==> src/sv/masked_hanning_smoother_macros.svh <==
// Assertion macros shared by the smoother RTL.
`ifndef MASKED_HANNING_SMOOTHER_MACROS_SVH
`define MASKED_HANNING_SMOOTHER_MACROS_SVH

`ifndef NO_ASSERTIONS
// Same-cycle implication, checked outside reset.
`define MHS_ASSERT_IMPLY(label, clk, rst_n, ante, cons, msg) \
    label: assert property (@(posedge clk) disable iff (!rst_n) (ante) |-> (cons)) \
        else $error(msg);
// Next-cycle implication, checked outside reset.
`define MHS_ASSERT_NEXT(label, clk, rst_n, ante, cons, msg) \
    label: assert property (@(posedge clk) disable iff (!rst_n) (ante) |=> (cons)) \
        else $error(msg);
`else
`define MHS_ASSERT_IMPLY(label, clk, rst_n, ante, cons, msg)
`define MHS_ASSERT_NEXT(label, clk, rst_n, ante, cons, msg)
`endif

`endif

==> src/sv/mhs_pkg.sv <==
package mhs_pkg;

    // Unsigned Q1.16 smoothing weights; every row but the all-invalid one sums to one.
    localparam int unsigned WEIGHT_W = 17;

    localparam logic [WEIGHT_W-1:0] W_ZERO       = 17'd0;
    localparam logic [WEIGHT_W-1:0] W_THIRD      = 17'd21845;
    localparam logic [WEIGHT_W-1:0] W_TWO_THIRDS = 17'd43691;
    localparam logic [WEIGHT_W-1:0] W_QUARTER    = 17'd16384;
    localparam logic [WEIGHT_W-1:0] W_HALF       = 17'd32768;
    localparam logic [WEIGHT_W-1:0] W_ONE        = 17'd65536;

    // Half of one LSB after the 16-bit shift, for round half up.
    localparam int unsigned ROUND_BIAS = 32768;
    localparam int unsigned FRAC_BITS  = 16;

    // Tap positions within a weight row.
    localparam int unsigned TAP_OLDER = 0;
    localparam int unsigned TAP_HELD  = 1;
    localparam int unsigned TAP_NEXT  = 2;

    // Row index is {next valid, held valid, older valid}.
    localparam logic [WEIGHT_W-1:0] WEIGHT_TAB [8][3] = '{
        '{W_ZERO,    W_ZERO,       W_ZERO},
        '{W_ONE,     W_ZERO,       W_ZERO},
        '{W_ZERO,    W_ONE,        W_ZERO},
        '{W_THIRD,   W_TWO_THIRDS, W_ZERO},
        '{W_ZERO,    W_ZERO,       W_ONE},
        '{W_HALF,    W_ZERO,       W_HALF},
        '{W_ZERO,    W_TWO_THIRDS, W_THIRD},
        '{W_QUARTER, W_HALF,       W_QUARTER}
    };

    localparam logic [2:0] CODE_ALL_VALID   = 3'b111;
    localparam logic [2:0] CODE_ALL_INVALID = 3'b000;

    // Result queue: each request can produce up to two results.
    localparam int unsigned FIFO_DEPTH = 8;
    localparam int unsigned FIFO_AW    = 3;
    localparam int unsigned RESV_W     = 4;
    localparam int unsigned NRES_W     = 2;

endpackage

==> src/sv/masked_hanning_smoother.sv <==
// Masked three-tap Hanning smoother.
// Input stream (s_axis_*): one spectrum sample per request, tuser is its valid
// bit and tlast marks the final sample of a spectrum. Output stream (m_axis_*):
// smoothed or passed-through sample, tuser is 1 when weights were applied,
// tlast marks the result of the final sample. Results run one sample behind
// the input, so a request with tlast gives two results (one when it is alone in
// its spectrum) and the first sample of a multi-sample spectrum gives none.
// i_cfg_we / i_cfg_wdata set relaxed mode (smooth only when all three neighbors
// are valid); write it while idle. Throughput: one request per cycle while
// s_axis_tready is high. Each result passes a select stage, a multiply stage
// and a sum-and-round stage that writes an eight-entry result queue, from
// which m_axis_tvalid is raised.
// The queue reserves room for every result in flight; s_axis_tready drops
// when fewer than two slots are unreserved, so a stalled receiver backs up
// into the input without losing results.
// Reset (i_rst_n low, synchronous) empties the queue and pipeline, clears
// relaxed mode and starts a new spectrum.
`include "masked_hanning_smoother_macros.svh"

module masked_hanning_smoother #(
    parameter int SAMPLE_WIDTH = 24
) (
    input  logic                                  i_clk,
    input  logic                                  i_rst_n,
    input  logic                                  i_cfg_we,
    input  logic                                  i_cfg_wdata,
    input  logic                                  s_axis_tvalid,
    output logic                                  s_axis_tready,
    input  logic [((SAMPLE_WIDTH+7)/8)*8-1:0]     s_axis_tdata,  // sample
    input  logic                                  s_axis_tuser,  // sample_valid
    input  logic                                  s_axis_tlast,
    output logic                                  m_axis_tvalid,
    input  logic                                  m_axis_tready,
    output logic [((SAMPLE_WIDTH+7)/8)*8-1:0]     m_axis_tdata,  // smoothed
    output logic                                  m_axis_tuser,  // result_valid
    output logic                                  m_axis_tlast
);
    import mhs_pkg::*;

    localparam int SW      = SAMPLE_WIDTH;
    localparam int TDW     = ((SAMPLE_WIDTH + 7) / 8) * 8;
    localparam int PW      = SAMPLE_WIDTH + WEIGHT_W + 1;
    localparam int SUMW    = PW + 1;
    localparam int ENTRY_W = SAMPLE_WIDTH + 2;

    // Configuration.
    logic r_relaxed;

    // Spectrum state.
    logic signed [SW-1:0] r_older_sample, r_held_sample;
    logic                 r_older_mask, r_held_mask;
    logic                 r_have_held, r_held_is_first;

    // Stage 1: selected operands.
    logic                 r_s1_vld;
    logic [NRES_W-1:0]    r_s1_cnt;
    logic                 r_s1_apply;
    logic [2:0]           r_s1_code;
    logic signed [SW-1:0] r_s1_a, r_s1_b, r_s1_c, r_s1_x2;
    logic                 r_s1_last_a;

    // Stage 2: weighted products.
    logic                 r_s2_vld;
    logic [NRES_W-1:0]    r_s2_cnt;
    logic                 r_s2_apply;
    logic signed [PW-1:0] r_s2_p0, r_s2_p1, r_s2_p2;
    logic signed [SW-1:0] r_s2_pass, r_s2_x2;
    logic                 r_s2_last_a;

    // Result queue.
    logic [ENTRY_W-1:0]   r_mem [FIFO_DEPTH];
    logic [FIFO_AW-1:0]   r_wp, r_rp;
    logic [RESV_W-1:0]    r_cnt, r_resv;

    logic                 in_acc, out_pop;
    logic signed [SW-1:0] in_x;
    logic [2:0]           in_code;
    logic                 in_apply;
    logic [NRES_W-1:0]    n_nres;
    logic signed [SUMW-1:0] sum;
    logic signed [SW-1:0] smooth_val;
    logic [ENTRY_W-1:0]   entry_a, entry_b;
    logic [ENTRY_W-1:0]   head;
    logic [RESV_W-1:0]    n_resv, n_cnt, push_n;

    assign in_x     = $signed(s_axis_tdata[SW-1:0]);
    assign in_acc   = s_axis_tvalid && s_axis_tready;
    assign out_pop  = m_axis_tvalid && m_axis_tready;
    assign in_code  = {s_axis_tuser, r_held_mask, r_older_mask};
    assign in_apply = r_relaxed ? (in_code == CODE_ALL_VALID)
                                : (in_code != CODE_ALL_INVALID);

    always_comb begin
        if (!r_have_held) begin
            n_nres = s_axis_tlast ? NRES_W'(1) : NRES_W'(0);
        end else begin
            n_nres = s_axis_tlast ? NRES_W'(2) : NRES_W'(1);
        end
    end

    // Two slots must stay free beyond what is already promised.
    assign s_axis_tready = (r_resv <= RESV_W'(FIFO_DEPTH - 2));

    always_ff @(posedge i_clk) begin
        if (!i_rst_n) begin
            r_relaxed <= 1'b0;
        end else if (i_cfg_we) begin
            r_relaxed <= i_cfg_wdata;
        end
    end

    always_ff @(posedge i_clk) begin
        if (!i_rst_n) begin
            r_older_sample  <= '0;
            r_held_sample   <= '0;
            r_older_mask    <= 1'b0;
            r_held_mask     <= 1'b0;
            r_have_held     <= 1'b0;
            r_held_is_first <= 1'b0;
        end else if (in_acc) begin
            if (!r_have_held) begin
                // A one-sample spectrum leaves the state untouched.
                if (!s_axis_tlast) begin
                    r_held_sample   <= in_x;
                    r_held_mask     <= s_axis_tuser;
                    r_held_is_first <= 1'b1;
                    r_have_held     <= 1'b1;
                end
            end else begin
                r_older_sample  <= r_held_sample;
                r_older_mask    <= r_held_mask;
                r_held_sample   <= in_x;
                r_held_mask     <= s_axis_tuser;
                r_held_is_first <= 1'b0;
                r_have_held     <= !s_axis_tlast;
            end
        end
    end

    // Stage 1: decide what the request produces and latch the operands.
    always_ff @(posedge i_clk) begin
        if (!i_rst_n) begin
            r_s1_vld <= 1'b0;
        end else begin
            r_s1_vld <= in_acc && (n_nres != NRES_W'(0));
        end
    end

    always_ff @(posedge i_clk) begin
        r_s1_cnt  <= n_nres;
        r_s1_code <= in_code;
        r_s1_a    <= r_older_sample;
        r_s1_c    <= in_x;
        r_s1_x2   <= in_x;
        if (!r_have_held) begin
            r_s1_apply  <= 1'b0;
            r_s1_b      <= in_x;
            r_s1_last_a <= 1'b1;
        end else begin
            r_s1_apply  <= !r_held_is_first && in_apply;
            r_s1_b      <= r_held_sample;
            r_s1_last_a <= 1'b0;
        end
    end

    // Stage 2: one constant-table multiply per tap.
    always_ff @(posedge i_clk) begin
        if (!i_rst_n) begin
            r_s2_vld <= 1'b0;
        end else begin
            r_s2_vld <= r_s1_vld;
        end
    end

    always_ff @(posedge i_clk) begin
        r_s2_cnt    <= r_s1_cnt;
        r_s2_apply  <= r_s1_apply;
        r_s2_pass   <= r_s1_b;
        r_s2_x2     <= r_s1_x2;
        r_s2_last_a <= r_s1_last_a;
        r_s2_p0     <= r_s1_a * $signed({1'b0, WEIGHT_TAB[r_s1_code][TAP_OLDER]});
        r_s2_p1     <= r_s1_b * $signed({1'b0, WEIGHT_TAB[r_s1_code][TAP_HELD]});
        r_s2_p2     <= r_s1_c * $signed({1'b0, WEIGHT_TAB[r_s1_code][TAP_NEXT]});
    end

    // Sum, round half up, then drop the fraction; a convex mix stays in range.
    assign sum = SUMW'(r_s2_p0) + SUMW'(r_s2_p1) + SUMW'(r_s2_p2)
               + SUMW'(ROUND_BIAS);
    assign smooth_val = sum[FRAC_BITS +: SW];

    assign entry_a = r_s2_apply ? {r_s2_last_a, 1'b1, smooth_val}
                                : {r_s2_last_a, 1'b0, r_s2_pass};
    assign entry_b = {1'b1, 1'b0, r_s2_x2};

    assign push_n = r_s2_vld ? RESV_W'(r_s2_cnt) : RESV_W'(0);

    always_ff @(posedge i_clk) begin
        if (r_s2_vld) begin
            r_mem[r_wp] <= entry_a;
            if (r_s2_cnt == NRES_W'(2)) begin
                r_mem[r_wp + FIFO_AW'(1)] <= entry_b;
            end
        end
    end

    always_comb begin
        n_resv = r_resv + (in_acc ? RESV_W'(n_nres) : RESV_W'(0))
               - (out_pop ? RESV_W'(1) : RESV_W'(0));
        n_cnt  = r_cnt + push_n - (out_pop ? RESV_W'(1) : RESV_W'(0));
    end

    always_ff @(posedge i_clk) begin
        if (!i_rst_n) begin
            r_wp   <= '0;
            r_rp   <= '0;
            r_cnt  <= '0;
            r_resv <= '0;
        end else begin
            r_wp   <= r_wp + push_n[FIFO_AW-1:0];
            r_rp   <= r_rp + (out_pop ? FIFO_AW'(1) : FIFO_AW'(0));
            r_cnt  <= n_cnt;
            r_resv <= n_resv;
        end
    end

    assign head          = r_mem[r_rp];
    assign m_axis_tvalid = (r_cnt != RESV_W'(0));
    assign m_axis_tdata  = TDW'(head[SW-1:0]);
    assign m_axis_tuser  = head[SW];
    assign m_axis_tlast  = head[SW+1];

    `MHS_ASSERT_IMPLY(a_cnt_within_resv, i_clk, i_rst_n, 1'b1, r_cnt <= r_resv,
        "queue holds more results than were reserved")
    `MHS_ASSERT_IMPLY(a_resv_bound, i_clk, i_rst_n, 1'b1,
        r_resv <= RESV_W'(FIFO_DEPTH), "reservation exceeds queue depth")
    `MHS_ASSERT_IMPLY(a_push_reserved, i_clk, i_rst_n, r_s2_vld,
        r_resv >= r_cnt + RESV_W'(r_s2_cnt), "results pushed without reservation")
    `MHS_ASSERT_NEXT(a_held_follows_last, i_clk, i_rst_n, in_acc,
        r_have_held != $past(s_axis_tlast), "held sample state disagrees with end mark")

endmodule

==> config.mk <==
export PLATFORM = sky130hd
export DESIGN_NAME = masked_hanning_smoother
export DESIGN_NICKNAME = d
export VERILOG_FILES = /design/src/sv/mhs_pkg.sv /design/src/sv/masked_hanning_smoother.sv
export VERILOG_INCLUDE_DIRS = /design/src /design/src/sv
export SDC_FILE = /design/constraint.sdc
export NUM_CORES = 2
export LEC_CHECK = 0
export BUFFER_PORTS_ARGS = -buffer_cell sky130_fd_sc_hd__buf_2
export CORE_ASPECT_RATIO = 0.6
export CORE_MARGIN = 5
export CORE_UTILIZATION = 41
export CTS_BUF_LIST = sky130_fd_sc_hd__clkbuf_4 sky130_fd_sc_hd__clkbuf_8
export DETAILED_ROUTE_END_ITERATION = 6
export REMOVE_ABC_BUFFERS = 1
export SYNTH_ARGS = -nofsm -noshare
export SYNTH_HDL_FRONTEND = slang
export SYNTH_SLANG_ARGS = --single-unit
==> constraint.sdc <==
create_clock -name i_clk -period 13 [get_ports i_clk]
set_input_delay 3.25 -clock i_clk [delete_from_list [all_inputs] [get_ports i_clk]]
set_output_delay 3.25 -clock i_clk [all_outputs]
set_load 0.02 [all_outputs]
==> results.txt <==
number of DRC markers in iteration 0 = 3470
Critical Path Sink Type = flip-flop
Tot GR Track Use = 0.2269
H-tree Lvls = 3
worst vdd ir = 74.67 uV
FILL cells = 11010
Post-synth EDFFs = 192
final setup fails = 0
Final Hold Viols = 0
RSZ-0062 raised after global routing = no
io pins = 60
largest net degree at the start of global routing = 70
Max FO, Critical Path = 25
Vias per Instance = 5.181
global route overflow = 0
hold-critical path depth = 0
first-pass GRT wire length = 215500 um
WS Path Type = flip-flop to flip-flop
Die Width = 454.3 um
fin crit period = 7.919 ns
clock transition at the registers of the reported paths = 0.07 ns
TritonCTS clock tree = yes
vias in the first global route = 33690
post-route ant nets = 0
clock sinks = 528
status = complete, no violations
Ys Warns = 0
drt total wl = 140000 um
total area of sequential cells = 12500 um2
detailed placement HPWL = 113000 um
crit path launch = r_s1_code[2]
CTS Buffer Depth = 3
drt drc = 0
final critical-path share of the clock period = 0.6092
mapped cell area = 48550 um2
Main synth FF type = dfxtp_1
Yosys cell types = 80
r2r setup slk = 5.08 ns
CTS hold repair buffers = 0
Slew Limit Headroom = 0.2496
Port-buffer cells = 59
met3 demand-to-capacity share in global routing = 0.07424
Worst Path Required = 13.68 ns
Worst-Skew Late Latency = 0.78 ns
Worst Setup Start Kind = flip-flop
layout cell share with drive strength beyond 1 = 0.08325
DRT Pass-1 Iters = 6
worst slew pin tran = 1.118 ns
initial core utilization = 0.4146
worst slack at placement = 5.147 ns
Die H = 276.6 um
busiest grt layer = met1
FP Rows = 97
fin. max-slew vios = 0
Worst R2R Start = r_s1_code[2]
initial antenna violation count = 16
LEAKAGE = 25.67 nW
setup bufs post-CTS = 0
die area = 125600 um2
pwr/cell area = 102.4 nW/um2
routed len/inst = 21.97 um
post-synthesis cell count = 4669
nets = 6012
mean post-synth cell area = 10.40 um2
synthesis-stage register bit count = 528
met2 Use GR = 0.2802
root buf cell = clkbuf_8
CTS buffer count = 80
worst hold-check path type = flip-flop to flip-flop
Setup WS post-layout = 5.081 ns
routed via count = 33010
# Max-Cap Violations = 0
worst path arrival time = 8.60 ns
sequential fraction of the synthesis area = 0.2573
setup_tns = 0 ns
R2R depth = 25
CP Capture Point = r_s2_p1[39]
Layout Area Growth over Synthesis = 8.409%
ys async rst share = 0
core area = 117100 um2
Peak Freq = 126.3 MHz
cells resized by post-CTS repair = 0
Clock Skew = 0.04753 ns
multi-input combinational cell area = 32230 um2
met1 usage = 0.3773
gpl congestion = 0.9723
Reg-to-Reg End = r_s2_p1[39]
## power breakdown
part	switching (mW)	internal, mW
Clock	0.718	0.875
Combinational	1.04	0.733
Sequential	0.179	1.85
## sequential cells by signal, summed over array words and instances, names as in the netlist, 24 cells and up
name	count
r_mem	208
r_s2_p0	40
r_s2_p1	40
r_s2_p2	40
r_held_sample	24
r_older_sample	24
r_s1_a	24
r_s1_b	24
r_s1_x2	24
r_s2_pass	24
r_s2_x2	24
## worst min path at each step
stage	from	endpoint	slack, ns
after floorplan	r_s1_apply	r_s2_apply	0.31
after global placement	r_s1_cnt[0]	r_s2_cnt[0]	0.31
after detailed placement	r_s1_apply	r_s2_apply	0.31
after CTS	r_s1_apply	r_s2_apply	0.33
after global routing	r_older_sample[17]	r_s1_a[17]	0.35
final	r_s1_apply	r_s2_apply	0.33
## metal layers
layer,part of all wire,wire length (um)
met4,0.012,1660
met3,0.12,16120
met1,0.51,71830
met2,0.36,50320
met5,0.00036,51
## layout make-up
type                            instances  share of cell area
Sequential cell                       528              0.2375
Timing Repair Buffer                  108             0.01298
Multi-Input combinational cell       3094              0.6123
Clock buffer                          119             0.02803
Clock inverter                         27            0.006727
Inverter                              905             0.06454
Tap cell                             1584             0.03765
Antenna cell                            6           0.0002853
## cells in the final DEF, fill, tap and decap left out, types with 59 or more instances in the layout
| master | n |
|---|---|
| nor2_1 | 87 |
| and3_1 | 72 |
| nand2_1 | 398 |
| a21oi_1 | 125 |
| inv_1 | 902 |
| and2_1 | 160 |
| clkbuf_8 | 93 |
| buf_2 | 59 |
| dfxtp_1 | 333 |
| fa_1 | 594 |
| edfxtp_1 | 192 |
| a21o_1 | 69 |
| ha_1 | 669 |
| o21ai_0 | 154 |
| xnor2_1 | 122 |
| o21ai_1 | 83 |
## synthesized netlist by cell type (12+ instances only)
cell type  count  area share
buf_1         31      0.0024
o21bai_1      22      0.0034
nor2_1        93      0.0072
o21ai_0      159       0.016
a21oi_1      125       0.013
inv_1        902       0.070
nand4_1       13      0.0017
ha_1         669        0.17
nand3_1       36      0.0037
fa_1         594        0.24
nand2_1      398       0.031
o21a_1        15      0.0023
xor2_1        37      0.0067
a21o_1        69       0.011
clkbuf_1     105      0.0081
nor3_1        25      0.0026
mux2i_1       15      0.0031
and3_1        72      0.0093
a211oi_1      13      0.0020
mux2_2        52       0.012
o21ai_1       83      0.0086
dfxtp_1      336        0.14
a22o_1        34      0.0061
mux4_2        52       0.024
and2_1       160       0.021
o22ai_1       12      0.0015
xnor2_1      122       0.022
a21boi_0      51      0.0079
edfxtp_1     192        0.12
nand2b_1      24      0.0031
nor2b_1       49      0.0063
## worst max-delay path, cell delays in order (launching register included)
cell,delay [ns]
dfxtp_1,0.31
buf_4,0.17
buf_4,0.38
xor2_1,0.63
buf_4,0.39
and2_1,0.27
nand2_1,0.19
inv_1,0.25
ha_1,0.31
ha_1,0.21
fa_1,0.48
inv_1,0.05
fa_1,0.50
fa_1,0.56
inv_1,0.07
fa_1,0.45
ha_1,0.33
and3_1,0.20
a211o_1,0.35
o211ai_1,0.34
a21oi_1,0.18
o311ai_1,0.41
a21oi_1,0.17
a21o_1,0.21
a21oi_1,0.22
xnor2_1,0.16
## stage by stage
stage               instance area, um2  std cells  hold slack (ns)    util  power (mW)
floorplan                        48010       4527           0.3096       -       3.199
global route                     52630       6370           0.3494  0.4494       5.697
CTS                              52620       6365           0.3270  0.4493       5.401
finish                           52630       6371           0.3265  0.4494       5.390
detailed placement               50790       6219           0.3121  0.4337       3.785
global placement                 50760       6218           0.3103  0.4334       3.769
## logic make-up after synthesis
| kind of cell | count (synthesis) | synth area share |
|---|---|---|
| buffers and inverters | 1047 | 0.08110 |
| AO/OA/AOI/OAI | 654 | 0.08587 |
| AND/OR/NAND/NOR | 893 | 0.08857 |
| flip-flops | 528 | 0.2573 |
| multiplexers | 125 | 0.04116 |
| adder cells (fa/ha/maj) | 1263 | 0.4173 |
| XOR/XNOR | 159 | 0.02868 |
(Power assumes the default switching activity.)
